[src/assert_macros.svh]
// ---------------------------------------------------------------------------
// assert_macros.svh
// Shared concurrent assertion macros; empty when SYNTHESIS is defined.
// ---------------------------------------------------------------------------
`ifndef ASSERT_MACROS_SVH
`define ASSERT_MACROS_SVH

`ifndef SYNTHESIS
// same-cycle implication
`define CHK_IMPLY(lbl, clk, rst, ante, cons) \
   lbl: assert property (@(posedge clk) disable iff (rst) (ante) |-> (cons)) \
      else $error("check failed: lbl");
// next-cycle implication
`define CHK_NEXT(lbl, clk, rst, ante, cons) \
   lbl: assert property (@(posedge clk) disable iff (rst) (ante) |=> (cons)) \
      else $error("check failed: lbl");
`else
`define CHK_IMPLY(lbl, clk, rst, ante, cons)
`define CHK_NEXT(lbl, clk, rst, ante, cons)
`endif

`endif

[src/eul_pkg.sv]
// ---------------------------------------------------------------------------
// eul_pkg
// Types, fixed-point constants and helpers for the Euler-to-matrix core.
// ---------------------------------------------------------------------------
`default_nettype none

package eul_pkg;

   // working widths
   localparam int ANG_W  = 36;   // wrapped angle, Q.30 radians
   localparam int CD_W   = 34;   // CORDIC x, y, z
   localparam int TRIG_W = 32;   // sine/cosine after sign fix
   localparam int PROD_W = 33;   // rounded Q.30 products
   localparam int SUM_W  = 35;   // sums of two products
   localparam int ATAN_LEN = 24;

   localparam logic signed [ANG_W-1:0] PI_Q30      = 36'sd3373259426;
   localparam logic signed [ANG_W-1:0] NEG_PI_Q30  = -36'sd3373259426;
   localparam logic signed [ANG_W-1:0] TWO_PI_Q30  = 36'sd6746518852;
   localparam logic signed [ANG_W-1:0] HALF_PI_Q30 = 36'sd1686629713;
   localparam logic signed [ANG_W-1:0] NEG_HALF_PI_Q30 = -36'sd1686629713;
   localparam logic signed [CD_W-1:0]  GAIN_INV_Q30 = 34'sd652032874;

   localparam logic signed [PROD_W-1:0] SAT_POS = 33'sd16384;
   localparam logic signed [PROD_W-1:0] SAT_NEG = -33'sd16384;

   // floor(atan(2^-i) * 2^30)
   localparam logic [31:0] ATAN_Q30 [ATAN_LEN] = '{
      32'd843314856, 32'd497837829, 32'd263043836, 32'd133525158,
      32'd67021686,  32'd33543515,  32'd16775850,  32'd8388437,
      32'd4194282,   32'd2097149,   32'd1048575,   32'd524287,
      32'd262143,    32'd131071,    32'd65535,     32'd32767,
      32'd16383,     32'd8191,      32'd4095,      32'd2047,
      32'd1023,      32'd511,       32'd255,       32'd127
   };

   typedef struct packed {
      logic signed [15:0] roll_deg;
      logic signed [15:0] pitch_deg;
      logic signed [15:0] yaw_deg;
   } req_type;

   typedef struct packed {
      logic signed [15:0] axis_u_x;
      logic signed [15:0] axis_u_y;
      logic signed [15:0] axis_u_z;
      logic signed [15:0] axis_v_x;
      logic signed [15:0] axis_v_y;
      logic signed [15:0] axis_v_z;
      logic signed [15:0] axis_w_x;
      logic signed [15:0] axis_w_y;
      logic signed [15:0] axis_w_z;
   } rsp_type;

   // one CORDIC lane word passed from cell to cell
   typedef struct packed {
      logic signed [CD_W-1:0] x;
      logic signed [CD_W-1:0] y;
      logic signed [CD_W-1:0] z;
      logic                   neg;
   } cordic_type;

   // Q.30 times Q.30, round half up back to Q.30
   function automatic logic signed [PROD_W-1:0] mul30(
      input logic signed [PROD_W-1:0] a,
      input logic signed [PROD_W-1:0] b);
      logic signed [2*PROD_W-1:0] p;
      p = (2*PROD_W)'(a) * (2*PROD_W)'(b);
      p = p + (2*PROD_W)'(64'sd536870912);
      return p[PROD_W+29:30];
   endfunction

   // Q.30 to Q1.14 with round half up and saturation to +-1.0
   function automatic logic signed [15:0] to_q14(input logic signed [SUM_W-1:0] v);
      logic signed [SUM_W-1:0] r;
      r = (v + SUM_W'(32768)) >>> 16;
      if (r > SUM_W'(SAT_POS)) begin
         r = SUM_W'(SAT_POS);
      end else if (r < SUM_W'(SAT_NEG)) begin
         r = SUM_W'(SAT_NEG);
      end
      return r[15:0];
   endfunction

endpackage

`default_nettype wire

[src/eul_angle_prep.sv]
// ---------------------------------------------------------------------------
// eul_angle_prep
// Degrees to Q.30 radians, wrap to [-pi, pi], fold to [-pi/2, pi/2].
// Three register stages.
// ---------------------------------------------------------------------------
`default_nettype none

module eul_angle_prep
   import eul_pkg::*;
#(
   parameter int COEF_WIDTH = 16
) (
   input  wire logic              clock,
   input  wire logic signed [15:0] deg,
   output cordic_type             lane
);

   localparam int PW  = 17 + COEF_WIDTH;
   localparam int SH  = COEF_WIDTH - 24;
   localparam int RSH = (SH > 0) ? SH : 0;
   localparam int LSH = (SH < 0) ? -SH : 0;
   localparam int WW  = PW + 26;
   localparam longint unsigned SCALE_L = ((64'd1745 << COEF_WIDTH) + 64'd50000) / 64'd100000;
   localparam logic [COEF_WIDTH-1:0] SCALE = COEF_WIDTH'(SCALE_L);
   localparam logic signed [WW-1:0] RND =
      (RSH > 0) ? (WW'(1) << ((RSH > 0) ? RSH - 1 : 0)) : '0;

   logic signed [PW-1:0]    prod_in, prod_ff;
   logic signed [WW-1:0]    wide;
   logic signed [ANG_W-1:0] th, th_in, th_ff;
   cordic_type              lane_in, lane_ff;

   // scale multiply
   always_comb begin
      prod_in = PW'(deg) * $signed({1'b0, SCALE});
   end

   // bring to Q.30 and wrap once
   always_comb begin
      wide = ((WW'(prod_ff) + RND) >>> RSH) <<< LSH;
      th   = wide[ANG_W-1:0];
      if (th > PI_Q30) begin
         th_in = th - TWO_PI_Q30;
      end else if (th < NEG_PI_Q30) begin
         th_in = th + TWO_PI_Q30;
      end else begin
         th_in = th;
      end
   end

   // fold into the CORDIC range; a fold by pi flips both outputs
   always_comb begin
      lane_in.x   = GAIN_INV_Q30;
      lane_in.y   = '0;
      lane_in.neg = 1'b0;
      lane_in.z   = CD_W'(th_ff);
      if (th_ff > HALF_PI_Q30) begin
         lane_in.z   = CD_W'(th_ff - PI_Q30);
         lane_in.neg = 1'b1;
      end else if (th_ff < NEG_HALF_PI_Q30) begin
         lane_in.z   = CD_W'(th_ff + PI_Q30);
         lane_in.neg = 1'b1;
      end
   end

   always_ff @(posedge clock) begin
      prod_ff <= prod_in;
      th_ff   <= th_in;
      lane_ff <= lane_in;
   end

   assign lane = lane_ff;

endmodule

`default_nettype wire

[config.mk]
export PLATFORM = sky130hd
export DESIGN_NAME = eul_angle_prep
export DESIGN_NICKNAME = d
export VERILOG_FILES = /design/src/assert_macros.svh /design/src/eul_pkg.sv /design/src/eul_angle_prep.sv
export SDC_FILE = /design/constraint.sdc
export NUM_CORES = 1
export LEC_CHECK = 0
export BUFFER_PORTS_ARGS = -buffer_cell sky130_fd_sc_hd__buf_2
export CAP_MARGIN = 40
export CORE_MARGIN = 2
export CORE_UTILIZATION = 25
export CTS_CLUSTER_SIZE = 30
export DETAILED_ROUTE_END_ITERATION = 8
export PLACE_DENSITY = 0.52
export RECOVER_POWER = 50
export SETUP_SLACK_MARGIN = 0.2
export SYNTH_ARGS = -nofsm -noshare
export SYNTH_HDL_FRONTEND = slang
export SYNTH_SLANG_ARGS = --single-unit
[constraint.sdc]
create_clock -name clock -period 5.5 [get_ports clock]
set_input_delay 0.55 -clock clock [delete_from_list [all_inputs] [get_ports clock]]
set_output_delay 0.55 -clock clock [all_outputs]
set_load 0.02 [all_outputs]
---- Word-level counts from Yosys, hierarchy flattened ----
Index checks and enable logic that the tools add are counted.
word-level totals
  register bits ........................... 96
  input bits .............................. 17
  output and inout port bits .............. 103
operators by class
  add/subtract/negate cells ............... 4
  multipliers ............................. 1
  order comparisons ....................... 4
  muxes and demuxes ....................... 4
operators with widths
  kind                                                             count
  two-way mux 36 bit                                               2
  two-way mux 35 bit                                               2
  adder 36 x 34 -> 36 bit, second input constant                   1
  greater-than comparator 36 x 32 -> 1 bit, second input constant  1
  greater-than comparator 36 x 33 -> 1 bit, second input constant  1
  less-than comparator 36 x 32 -> 1 bit, second input constant     1
  less-than comparator 36 x 33 -> 1 bit, second input constant     1
  subtractor 36 x 34 -> 36 bit, second input constant              1
  adder 34 x 33 -> 34 bit, second input constant                   1
  subtractor 34 x 33 -> 34 bit, second input constant              1
  multiplier 16 x 9 -> 25 bit, second input constant               1

---- Longest topological paths before layout ----
  depth in word-level cells ............... 3
  depth in mapped cells ................... 18
  depth with buffers taken out ............ 18

---- Worst setup path after synthesis ----
OpenSTA, ideal clock, no wires.
  path type ............................... input to register
  start point ............................. input deg[2]
  end point ............................... register prod_ff[23]
  library setup time ...................... 0.072 ns
  data arrival time ....................... 4.151 ns
  data required time ...................... 5.428 ns
  path slack .............................. 1.277 ns
  cell stages on the path ................. 18
  path through ............................ inv_1 > fa_1 > inv_1 > ha_1 > ha_1 > inv_1 > fa_1 > inv_1 > ha_1 > inv_1 > fa_1 > nor2b_1 > o31a_1 > o311ai_1 > o21ai_0 > a21o_1 > a311oi_1 > xnor2_1
between the ends
  word-level cells in the longest chain between the ends .. 1
ends and longest elaborated chain
  element                      RTL line              RTL
  from (decl)                  eul_angle_prep.sv:14  input wire logic signed [15:0] deg,
  multiplier 16 x 9 -> 25 bit  eul_angle_prep.sv:35  prod_in = PW'(deg) * $signed({1'b0, SCALE});
  net prod_in[23]              eul_angle_prep.sv:28  logic signed [PW-1:0] prod_in, prod_ff;
  to (signal assigned)         eul_angle_prep.sv:67  prod_ff <= prod_in;
  to (decl)                    eul_angle_prep.sv:28
The timed path passes the listed nets, and every way through them passes these cells.
A chain may end at the register's enable or synchronous reset.

---- Final worst setup path ----
Same ends and word-level chain as after synthesis.

==> results by group <==
Run status
  – Status: complete, but fails checks
  – Failing checks: max-capacitance violations, max-slew violations

Logic synthesis
  – Async set-or-reset flop fraction in the synthesized netlist: 0%
  – Synth cell types: 74
  – Main synth FF type: dfxtp_1
  – Register bit count reported by yosys: between 80 and 90
  – Cells after synthesis: 863
  – Synthesis warning total: 0
  – Post-Syn Area: 7440 um2
  – EDFF count, synth: 0
  – Sequential-to-total area share from yosys stat: between 20 and 25%
  – Syn_area_per_cell: 8.62 um2

Setup path
  – Cell family with most CP delay: adder cells
  – Required time of the critical path: approximately 5.8 ns
  – Startpoint type of the worst setup path: input port
  – Worst EP arrival: 4.56 ns
  – Max Fanout on Critical Path: 5
  – Worst path cell trace: buf_2 -> inv_1 -> fa_1 -> inv_1 -> ha_1 -> ha_1 -> inv_1 -> fa_1 -> inv_1 -> ha_1 -> inv_1 -> fa_1 -> nor2b_1 -> o31a_1 -> o311ai_1 -> o21ai_0 -> a21o_1 -> a311oi_1 -> xnor2_1
  – CP max stage delay: roughly 0.54 ns
  – Crit path launch: deg[2]
  – Crit path buf inv count: 6
  – RR Startpoint: prod_ff[4]
  – CP Capture Type: register
  – Most frequent CP cell: inv_1
  – Worst path slowest cell: fa_1
  – Crit path kind: in2reg

Global routing
  – Initial antenna violation count: 0
  – Tot GR Track Use: 9.78%
  – Global route total overflow: 0
  – Largest net degree at the start of global routing: 23
  – Met2 usage: between 10% and 20%
  – Met3 Track Usage GR: 1.96%
  – Wire length of the first global-routing pass: ~25 mm
  – GR Util met1: between 10% and 20%
  – Most used routing layer: met2
  – Vias in the first global route: 5,199

Routing
  – Starting DRC count in detailed routing: approximately 470
  – Final wirelength: 14.9 mm
  – Via count: 5,490
  – Via density: 4.29
  – DRC viols: 0
  – ANT nets after route: 0
  – Post-DR wirelength/cell: 11.7 um
  – Drt pass-1 iters: 5

Clock network
  – Post_cts resized: 0
  – Clock latency on the worst-skew pair: 0.34 ns
  – CTS tree: yes
  – TritonCTS buffer count: 9
  – Clock Path Buffers: 2
  – Clock slew at reported path FFs: 0.06 ns
  – Cts hold-fix bufs: 0
  – Setup bufs post-CTS: 0
  – H-tree levels: 3
  – Clock sink total: 83
  – Root buffer cell: clkbuf_16

Die
  – Die width: 176 um
  – # IOs: 120
  – Die ar.: just over 30,000 um2
  – Core area: 29,500 um2
  – Initial Utilization: 25.2%
  – Die H: 176 um
  – Site Rows: 63

STA
  – Max frequency: 233 MHz
  – Final setup viols: 0
  – Slew Limit Fails: 23
  – Rel. slew slack: -57.8%
  – Final worst path period share: 77.9%
  – Hold WS: around 0.5 ns
  – Final min period: ~4.3 ns
  – Unrepaired setup endpoints after global routing: no
  – Final Skew: between 0.006 and 0.007 ns
  – Worst slew pin tran: 2.34 ns
  – Setup TNS: 0 ns
  – Final hold violation count: 0

Layout
  – Nets: between 1,000 and 1,500
  – Fill count: 3,241
  – Number of diodes: 0
  – Most common cell after layout, fill and taps aside: inv_1
  – Most frequent cells in the layout: 126 x inv_1, 83 x dfxtp_1, 75 x ha_1
  – Area of the multi-input gates: 4840 um2
  – Area delta synth->final: 7.99%
  – FF/Latch Area: 1660 um2
  – Share of layout cells above drive strength 1: approximately 5.4%

Power
  – Power Density: a little over 600 nW/um2
  – Peak supply drop: 0.172 mV
  – Leak: 3.58 nW

Min path
  – Hold_sp: deg[0]
  – HP Class: in2reg

Placement
  – GPL Wtd Cong: 0.802
  – Post-DP HPWL: 12.0 mm
  – IO buf count: 50

Run
  – Max-Cap Viols: 1
==> worst reg2reg max path, stage by stage, from the launching register on <==
cell and delay [ns]:
dfxtp_1 0.43, inv_1 0.10, ha_1 0.21, a211o_1 0.29
nor3_1 0.16, nor3_1 0.10, o21ai_0 1.77, nand2_1 0.36
o32ai_2 0.36, xor2_1 0.21
==> routing by layer <==
layer  wire [um]  up-vias
met5           0        -
met4         182        0
met3         593       19
met2        6310      123
met1        7860     2522
li1            -     2826
==> cell families (layout without fill, tap and decap cells) <==
group / after synthesis / after routing / synth area share [%]
AOI/OAI and AO/OA: 192 / 192 / 17.7
xor gates and xnor gates: 64 / 64 / 7.54
adders and majority gates: 120 / 120 / 24.7
buffers and inverters: 234 / 195 / 15.9
DFF: 83 / 83 / 22.3
muxes: 2 / 2 / 0.269
other: 2 / 69 / 0.101
and+or+nand+nor: 166 / 166 / 11.4
==> flip-flops by register name, indices dropped and copies added, names as in the netlist <==
| name | count |
|---|---|
| prod_ff | 25 |
| lane | 30 |
| th_ff | 28 |
==> stage by stage <==
stage / power (mW) / std cells / worst slack [ns] / cell area, um2 / util (%)
2_1_floorplan: 3.64 / 930 / 1.28 / 7690 / -
3_3_place_gp: 4.23 / 1264 / 0.897 / 7740 / 26.2
3_5_place_dp: 4.25 / 1265 / 0.844 / 7740 / 26.3
4_1_cts: 4.96 / 1281 / 1.20 / 8090 / 27.4
5_1_grt: 5.38 / 1281 / 0.882 / 8030 / 27.2
6_report: 4.89 / 1281 / 1.22 / 8030 / 27.2
==> power breakdown <==
| group | switching (mW) | leakage [nW] | total, mW | internal, mW |
|---|---|---|---|---|
| Combinational | 1.62 | 2.71 | 2.77 | 1.15 |
| Sequential | 0.470 | 0.700 | 1.43 | 0.958 |
| Clock | 0.233 | 0.169 | 0.687 | 0.454 |
| Total | 2.32 | 3.58 | 4.89 | 2.57 |
==> final timing paths <==
path	end	slack [ns]	cells after the start
max	prod_ff[23]	1.22	19
min	prod_ff[3]	0.51	1
max reg2reg	th_ff[20]	1.44	9
min reg2reg	lane[34]	0.51	1
==> Yosys cell counts (6+ instances only) <==
cell type,n,area share [%]
inv_1,125,6.3
dfxtp_1,83,22
ha_1,75,13
buf_4,74,7.5
xnor2_1,51,6.0
a21oi_1,49,3.3
nor2_1,46,2.3
fa_1,45,12
nand2_1,38,1.9
o21ai_0,33,2.2
clkbuf_1,24,1.2
nand3_1,15,1.0
a31oi_1,13,1.1
xor2_1,13,1.5
a32oi_1,10,1.2
nor3_1,10,0.67
nand2b_1,9,0.76
a211oi_1,8,0.81
a21o_1,8,0.81
buf_2,8,0.54
nor4_1,7,0.59
o31ai_1,7,0.71
nand4_1,6,0.50
==> cell type report <==
| class | instances | share of cell area, % |
|---|---|---|
| clock inverter | 5 | 1.25 |
| clock buffer | 11 | 3.02 |
| multi-input combinational | 613 | 60.3 |
| inverter | 126 | 5.89 |
| tap | 390 | 6.08 |
| timing repair buffer | 53 | 2.79 |
| sequential | 83 | 20.7 |
(Power assumes the default switching activity.)
