--- src/assert_macros.svh ---
// ---------------------------------------------------------------------------
// assert_macros.svh
// Shared concurrent assertion macros; empty when SYNTHESIS is defined.
// ---------------------------------------------------------------------------
`ifndef ASSERT_MACROS_SVH
`define ASSERT_MACROS_SVH

`ifndef SYNTHESIS
// same-cycle implication
`define CHK_IMPLY(lbl, clk, rst, ante, cons) \
   lbl: assert property (@(posedge clk) disable iff (rst) (ante) |-> (cons)) \
      else $error("check failed: lbl");
// next-cycle implication
`define CHK_NEXT(lbl, clk, rst, ante, cons) \
   lbl: assert property (@(posedge clk) disable iff (rst) (ante) |=> (cons)) \
      else $error("check failed: lbl");
`else
`define CHK_IMPLY(lbl, clk, rst, ante, cons)
`define CHK_NEXT(lbl, clk, rst, ante, cons)
`endif

`endif

--- src/eul_pkg.sv ---
// ---------------------------------------------------------------------------
// eul_pkg
// Types, fixed-point constants and helpers for the Euler-to-matrix core.
// ---------------------------------------------------------------------------
`default_nettype none

package eul_pkg;

   // working widths
   localparam int ANG_W  = 36;   // wrapped angle, Q.30 radians
   localparam int CD_W   = 34;   // CORDIC x, y, z
   localparam int TRIG_W = 32;   // sine/cosine after sign fix
   localparam int PROD_W = 33;   // rounded Q.30 products
   localparam int SUM_W  = 35;   // sums of two products
   localparam int ATAN_LEN = 24;

   localparam logic signed [ANG_W-1:0] PI_Q30      = 36'sd3373259426;
   localparam logic signed [ANG_W-1:0] NEG_PI_Q30  = -36'sd3373259426;
   localparam logic signed [ANG_W-1:0] TWO_PI_Q30  = 36'sd6746518852;
   localparam logic signed [ANG_W-1:0] HALF_PI_Q30 = 36'sd1686629713;
   localparam logic signed [ANG_W-1:0] NEG_HALF_PI_Q30 = -36'sd1686629713;
   localparam logic signed [CD_W-1:0]  GAIN_INV_Q30 = 34'sd652032874;

   localparam logic signed [PROD_W-1:0] SAT_POS = 33'sd16384;
   localparam logic signed [PROD_W-1:0] SAT_NEG = -33'sd16384;

   // floor(atan(2^-i) * 2^30)
   localparam logic [31:0] ATAN_Q30 [ATAN_LEN] = '{
      32'd843314856, 32'd497837829, 32'd263043836, 32'd133525158,
      32'd67021686,  32'd33543515,  32'd16775850,  32'd8388437,
      32'd4194282,   32'd2097149,   32'd1048575,   32'd524287,
      32'd262143,    32'd131071,    32'd65535,     32'd32767,
      32'd16383,     32'd8191,      32'd4095,      32'd2047,
      32'd1023,      32'd511,       32'd255,       32'd127
   };

   typedef struct packed {
      logic signed [15:0] roll_deg;
      logic signed [15:0] pitch_deg;
      logic signed [15:0] yaw_deg;
   } req_type;

   typedef struct packed {
      logic signed [15:0] axis_u_x;
      logic signed [15:0] axis_u_y;
      logic signed [15:0] axis_u_z;
      logic signed [15:0] axis_v_x;
      logic signed [15:0] axis_v_y;
      logic signed [15:0] axis_v_z;
      logic signed [15:0] axis_w_x;
      logic signed [15:0] axis_w_y;
      logic signed [15:0] axis_w_z;
   } rsp_type;

   // one CORDIC lane word passed from cell to cell
   typedef struct packed {
      logic signed [CD_W-1:0] x;
      logic signed [CD_W-1:0] y;
      logic signed [CD_W-1:0] z;
      logic                   neg;
   } cordic_type;

   // Q.30 times Q.30, round half up back to Q.30
   function automatic logic signed [PROD_W-1:0] mul30(
      input logic signed [PROD_W-1:0] a,
      input logic signed [PROD_W-1:0] b);
      logic signed [2*PROD_W-1:0] p;
      p = (2*PROD_W)'(a) * (2*PROD_W)'(b);
      p = p + (2*PROD_W)'(64'sd536870912);
      return p[PROD_W+29:30];
   endfunction

   // Q.30 to Q1.14 with round half up and saturation to +-1.0
   function automatic logic signed [15:0] to_q14(input logic signed [SUM_W-1:0] v);
      logic signed [SUM_W-1:0] r;
      r = (v + SUM_W'(32768)) >>> 16;
      if (r > SUM_W'(SAT_POS)) begin
         r = SUM_W'(SAT_POS);
      end else if (r < SUM_W'(SAT_NEG)) begin
         r = SUM_W'(SAT_NEG);
      end
      return r[15:0];
   endfunction

endpackage

`default_nettype wire

--- src/eul_cordic_cell.sv ---
// ---------------------------------------------------------------------------
// eul_cordic_cell
// One rotation-mode CORDIC step with its output register.
// ---------------------------------------------------------------------------
`default_nettype none

module eul_cordic_cell
   import eul_pkg::*;
#(
   parameter int STEP = 0
) (
   input  wire logic       clock,
   input  wire cordic_type lane_i,
   output cordic_type      lane_o
);

   localparam logic signed [CD_W-1:0] ATAN = CD_W'(ATAN_Q30[STEP]);

   logic signed [CD_W-1:0] dx, dy;
   cordic_type             lane_in, lane_ff;

   // rotate toward z = 0
   always_comb begin
      dx = lane_i.y >>> STEP;
      dy = lane_i.x >>> STEP;
      lane_in.neg = lane_i.neg;
      if (!lane_i.z[CD_W-1]) begin
         lane_in.x = lane_i.x - dx;
         lane_in.y = lane_i.y + dy;
         lane_in.z = lane_i.z - ATAN;
      end else begin
         lane_in.x = lane_i.x + dx;
         lane_in.y = lane_i.y - dy;
         lane_in.z = lane_i.z + ATAN;
      end
   end

   always_ff @(posedge clock) begin
      lane_ff <= lane_in;
   end

   assign lane_o = lane_ff;

endmodule

`default_nettype wire

--- config.mk ---
export PLATFORM = sky130hd
export DESIGN_NAME = eul_cordic_cell
export DESIGN_NICKNAME = d
export VERILOG_FILES = /design/src/assert_macros.svh /design/src/eul_pkg.sv /design/src/eul_cordic_cell.sv
export SDC_FILE = /design/constraint.sdc
export NUM_CORES = 1
export LEC_CHECK = 0
export ABC_AREA = 0
export BUFFER_PORTS_ARGS = -buffer_cell sky130_fd_sc_hd__buf_2
export CAP_MARGIN = 20
export CORE_ASPECT_RATIO = 0.7
export CORE_MARGIN = 2
export CORE_UTILIZATION = 27
export CTS_BUF_LIST = sky130_fd_sc_hd__clkbuf_8 sky130_fd_sc_hd__clkbuf_16
export CTS_CLUSTER_DIAMETER = 50
export CTS_CLUSTER_SIZE = 28
export DETAILED_ROUTE_END_ITERATION = 8
export PLACE_DENSITY = 0.53
export SLEW_MARGIN = 10
export SYNTH_ARGS = -nofsm -noshare
export SYNTH_HDL_FRONTEND = slang
export SYNTH_SLANG_ARGS = --single-unit
--- constraint.sdc ---
create_clock -name clock -period 8.4 [get_ports clock]
set_input_delay 1.26 -clock clock [delete_from_list [all_inputs] [get_ports clock]]
set_output_delay 1.26 -clock clock [all_outputs]
set_load 0.005 [all_outputs]
---- Word-level counts from Yosys, hierarchy flattened ----
Index checks and enable logic that the tools add are counted.
W data, S select, Z words.
storage, ports and cells
  output and inout bits ................... 103
  word-level logic and storage cells ...... 10
  bits of input ports ..................... 104
  register bits after elaboration ......... 103
operators by class
  add/sub/neg operators ................... 5
  multiplexer cells ....................... 1
operator list
  operator                  number
  $mux W102                 1
  $sub A34 B34 Y34          2
  $add A34 B31 Y34 const B  1
  $add A34 B34 Y34          1
  $sub A34 B31 Y34 const B  1

---- Longest topological paths before layout ----
Gate-level depths: netlist of run 1.
  word-level depth ........................ 2
  mapped depth ............................ 12
  gate-level depth less buffers ........... 11

---- Worst setup path before layout of run 1 ----
Ideal clock, no wire load.
  kind .................................... in2reg
  start point ............................. input lane_i[34] in the netlist's numbering
  end point ............................... register lane_ff (netlist bit lane_o[30])
  data required time ...................... 8.273 ns
  cell stages on the path ................. 12
  library setup time ...................... 0.127 ns
  slack ................................... 4.040 ns
  buffers on the path ..................... 2
  data arrival time ....................... 4.233 ns
  cell sequence ........................... clkbuf_1 clkinv_1 buf_2 fa_1 a211oi_2 nor2_1 o31a_1 a211o_1 a311o_1 a21oi_4 nor3_1 or3b_1
RTL lines
  item                  RTL line               source
  start, declared       eul_cordic_cell.sv:13  input wire cordic_type lane_i,
  end signal, assigned  eul_cordic_cell.sv:39  lane_ff <= lane_in;
  end, declared         eul_cordic_cell.sv:20  cordic_type lane_in, lane_ff;

==> metrics, run 1 <==
status=finished, final reports clean; # hold bufs at CTS=0; max frequency=0.228 GHz; Rows=57; post-CTS setup buffer count=0; Main synth FF type=dfxtp_1; gpl congestion=roughly 0.94; slowest CP cell=inv_2; PostCTS Resize Cnt=0; Max Buffers Root-to-Sink=2; CTS tree=done; Core Util, Final=0.324; share of cells above drive strength 1=0.179; Iteration-0 DRC Markers=1040; Avg Vias per Cell=about 5.3; GR Overflow Total=0; Ports=207; peak supply drop=about 0.094 mV; max reg flops=~100; Initial Utilization=0.274; antenna violations before repair=0; Worst-path clk slew=0.08 ns; Synth Register Bits=approximately 100; Yosys Warn Count=0; final net count=1621; Tightest Pin Transition=1.06 ns; syn nets=~1500; die area=~0.037 mm2; first drt pass iteration count=5; gr usage total=0.182; WP buf/inv=2; top layer in use=met4; clock root buffer=clkbuf_16; Max-Cap Viols=0; cells after synthesis=roughly 1200; IO Port Bufs=about 210; Post-DRT Antenna Nets=0; EDFF count, synth=0; M1 wire length=between 15000 and 20000 um; leak pwr=between 5 and 6 nW; Routed met2 length=14200 um; post-synth cell types=77; Worst Hold Class=in -> reg; Hold Vio Cnt, Final=0; final worst path period need=about 4.4 ns; crit path DAT=~4.7 ns; Fill cells=approximately 3800; WL per Instance=18.6 um; largest net degree at the start of global routing=a little under 90; core area=0.0347 mm2; Worst setup EP type=flip-flop; total power=approximately 0.0019 W; Startpoint Class=input port; slew margin rel.=0.292; Req. time, crit path=between 8 and 9 ns; Setup TNS Final=0 ns; CTS Buf Count=9; part of the Yosys area used for sequential elements=0.214; die width=approximately 230 um; PwrDens=approximately 170 mW/mm2; Non-Filler Instances=1863; hpwl dp=approximately 28000 um; DRC=0; CTS H-tree lvls=3; final-report setup violation count=0; synthesis-to-layout area growth=17.9%; Post-Syn Area=0.00953 mm2; Top delay family on crit path=compound AO/OA/AOI/OAI gates; wire length on met3=between 2000 and 3000 um; via count=9823; clk sinks=102; Avg Cell Area, Syn=slightly below 8 um2; vias in the first global route=9032; max incr delay on CP=roughly 0.77 ns; RSZ-0062 raised after global routing=no; asr flop ratio synth=0; Final Cycle Share=0.523; final wirelength=~35000 um; first-pass GRT wire length=about 52000 um; Die H=between 150 and 200 um; Crit Path Category=in -> reg; placed insts=~1800; crit-path max FO=50; cells along the critical path=buf_4, inv_2, ha_1, o21ai_0, nor2_1, o31a_1, a211o_1, a311o_1, a21oi_4, nor3_1, or3b_1; Pins Over Slew Limit=0
==> report_power, final <==
group          total [W]  switching [W]  internal (W)
clock network   0.000459       0.000223      0.000236
registers       0.000625      0.0000313      0.000593
logic           0.000776       0.000462      0.000314
total            0.00186       0.000717       0.00114
==> synthesized netlist by cell type, types with 5 or more instances <==
library cell,instances,share of area
a211o_1,7,0.0064
a211oi_1,21,0.017
a21boi_0,6,0.0047
a21o_1,38,0.030
a21oi_1,127,0.067
a31oi_1,9,0.0059
and2_1,7,0.0046
and3_1,9,0.0059
buf_1,9,0.0035
buf_2,18,0.0095
clkbuf_1,22,0.0087
dfxtp_1,102,0.21
ha_1,128,0.17
inv_1,113,0.045
mux2i_1,18,0.019
nand2_1,56,0.022
nand2b_1,12,0.0079
nand3_1,25,0.013
nand4_1,18,0.012
nor2_1,99,0.039
nor2b_1,17,0.011
nor3_1,22,0.012
nor4_1,9,0.0059
o2111ai_1,5,0.0046
o211ai_1,17,0.013
o21a_1,19,0.015
o21ai_0,71,0.037
o21bai_1,19,0.015
o221ai_1,6,0.0055
o31ai_1,17,0.013
or2_2,5,0.0033
or3_1,9,0.0059
xnor2_1,68,0.062
xor2_1,15,0.014
==> stage by stage <==
stage	hold WS [ns]	worst slack, ns	area [um2]
2_1_floorplan	1.29	4.04	9530
3_3_place_gp	1.36	3.66	10900
3_5_place_dp	1.36	3.61	10900
4_1_cts	0.940	4.02	11200
5_1_grt	0.944	3.82	11200
6_report	0.961	4.01	11200
==> final cells by class <==
type | count | area (um2) | area share
Multi-Input combinational cell | 950 | 6830 | 0.607
Sequential cell | 102 | 2040 | 0.182
Timing Repair Buffer | 207 | 1040 | 0.0926
Tap cell | 472 | 591 | 0.0525
Inverter | 115 | 432 | 0.0384
Clock buffer | 9 | 225 | 0.0200
Clock inverter | 7 | 81.3 | 0.00724
Antenna cell | 1 | 2.50 | 0.000223
==> placed cells by master, fill, tap and decap left out, types with 12 or more instances in the layout <==
cell type  instances
o21ai_0           71
ha_1             128
nor2b_1           17
a21oi_1          127
a211oi_1          21
nor2_1            99
o21a_1            19
dfxtp_1          102
inv_1            113
xnor2_1           68
buf_2            205
o31ai_1           17
nor3_1            22
nand2_1           56
o21bai_1          19
mux2i_1           18
nand3_1           25
xor2_1            15
o211ai_1          17
nand2b_1          12
nand4_1           18
a21o_1            38
==> worst paths after layout <==
| check | start | end | slack, ns | cells after the start |
|---|---|---|---|---|
| worst min-delay path | lane_i[3] | lane_o[3] | 0.96 | 1 |
| worst max-delay path | lane_i[34] | lane_o[30] | 4.01 | 11 |
==> metal layers <==
metal | up-vias | track usage
met1 | 4671 | 0.274
met4 | 0 | 0.0383
met3 | 31 | 0.0406
li1 | 4682 | -
met5 | - | 0
met2 | 439 | 0.262
==> logic make-up after synthesis <==
kind of cell,synth area share
and+or+nand+nor,0.154
adders and majority gates,0.176
muxes,0.0189
buffers and inverters,0.0697
xor gates and xnor gates,0.0763
DFF,0.214
AOI/OAI and AO/OA,0.290
Power figures use the tool's default switching activity.
==> inputs of run 2 (changes only) <==
- PLACE_DENSITY: 0.53 -> 0.55
- clock period: 8.4 -> 3.82 ns (I/O delays scaled with it)
==> metrics, run 2 (synthesized netlist as in run 1, its figures left out) <==
status=finished, final reports clean; commonest non-fill, non-tap cells in the layout=205 x buf_2, 128 x ha_1, 127 x a21oi_1, 113 x inv_1, 102 x dfxtp_1; vias in the first global route=a little over 9000; clk sinks=a little over 100; Net Sw Frac=0.392; post-CTS setup buffer count=0; NetSw=around 0.0016 W; Top Usage Layer GRT=met1; first-pass GRT wire length=about 53000 um; CTS H-tree lvls=3; WL per Instance=18.3 um; core area=0.0347 mm2; die width=approximately 230 um; Avg Vias per Cell=approximately 5.1; IO Port Bufs=206; hpwl dp=28400 um; PostCTS Resize Cnt=0; clock root buffer=clkbuf_16; Final Cycle Share=0.866; Ports=roughly 210; max frequency=about 0.3 GHz; CTS Buf Count=9; Sequential Area=0.00204 mm2; final net count=1664; Crit Path Category=in -> reg; grt met3 use=0.0459; die area=between 0.03 and 0.04 mm2; leak pwr=between 5 and 6 nW; synthesis-to-layout area growth=21.0%; commonest non-fill, non-tap cell in the layout=buf_2; CTS tree=done; GR Overflow Total=0; Hold Vio Cnt, Final=0; design area=around 0.012 mm2; peak supply drop=0.229 mV; crit-path max FO=8; DRC=0; Clk pwr share=0.232; GR met2 Demand/Resource=0.263; share of cells above drive strength 1=0.203; antenna violations before repair=0; gpl congestion=~0.93; Pins Over Slew Limit=0; Logic pwr share=0.430; RSZ-0062 raised after global routing=no; Post-DRT Antenna Nets=0; PwrDens=around 350 mW/mm2; Iteration-0 DRC Markers=approximately 1000; final wirelength=34800 um; final-report setup violation count=0; Multi-input gate area=about 0.0068 mm2; Req. time, crit path=slightly above 4 ns; Tightest Pin Transition=approximately 1.0 ns; largest net degree at the start of global routing=slightly above 60; # hold bufs at CTS=0; final worst path period need=~3.3 ns; n_diodes=0; crit path DAT=roughly 3.6 ns; first drt pass iteration count=6; Rows=57; gr usage total=0.184; via count=9804; met1 usage=0.276; Setup TNS Final=0 ns; max reg flops=approximately 100; Worst setup EP type=flip-flop; Die H=about 160 um; Worst Hold Class=in -> reg; Core Util, Final=0.332; Cell Area, Placed=approximately 0.011 mm2; Worst-path clk slew=0.08 ns; Fill cells=3757; Startpoint Class=input port; Max Buffers Root-to-Sink=2; share of total power in sequential cells=0.338; Initial Utilization=0.274; Max-Cap Viols=0; slew margin rel.=0.292; Pint=about 0.0025 W
run 2: cell types whose count changed in the layout (fill, tap and decap cells not counted):
cell / delta
diode_2: -1
buf_4: +43
clkinv_2: +1
inv_8: -1
clkinv_1: +1
bufinv_16: -1
inv_2: -1
clkinv_4: -1
inv_6: -1
clkinvlp_4: +3
run 2: power by group through the flow:
stage | sequential, W | combinational [W] | clock (W)
finish | 0.00138 | 0.00176 | 0.000949
floorplan | 0.00142 | 0.000987 | 0
CTS | 0.00139 | 0.00175 | 0.000991
global route | 0.00140 | 0.00192 | 0.00102
global placement | 0.00141 | 0.00173 | 0
detailed placement | 0.00141 | 0.00174 | 0
run 2: through the flow:
step	hold WS (ns)	power, W	std cells	setup WS, ns
2_1_floorplan	0.601	0.00241	1219	0.147
3_3_place_gp	0.675	0.00315	1889	0.256
3_5_place_dp	0.678	0.00315	1889	0.272
4_1_cts	0.261	0.00412	1905	0.679
5_1_grt	0.258	0.00434	1905	0.385
6_report	0.281	0.00409	1905	0.513
run 2: cell type report:
cell class | count | area share
clock inverters | 7 | 0.00434
repair buffers | 250 | 0.118
well taps | 472 | 0.0512
multi-input cells | 950 | 0.592
clock buffers | 9 | 0.0195
flip-flops and latches | 102 | 0.177
inverters | 115 | 0.0374
run 2: path summary, 6_finish.rpt:
kind / start / end / slack [ns] / depth (start not counted)
worst max-delay path: lane_i[54] / lane_o[67] / 0.51 / 11
worst min-delay path: lane_i[1] / lane_o[1] / 0.28 / 1
run 2: critical path: stages:
cell	delay, ns
buf_2	0.11
inv_1	0.05
ha_1	0.42
inv_1	0.20
a21oi_1	0.34
a211oi_1	0.16
a2111oi_0	0.90
o31ai_1	0.13
a211o_1	0.31
a211oi_1	0.28
xor2_1	0.16
run 2: routing by layer:
layer,wire [um],vias up,part of all wire
met5,0,-,0
met1,17400,4578,0.50
met3,2840,28,0.082
met4,434,0,0.012
li1,-,4766,-
met2,14200,432,0.41
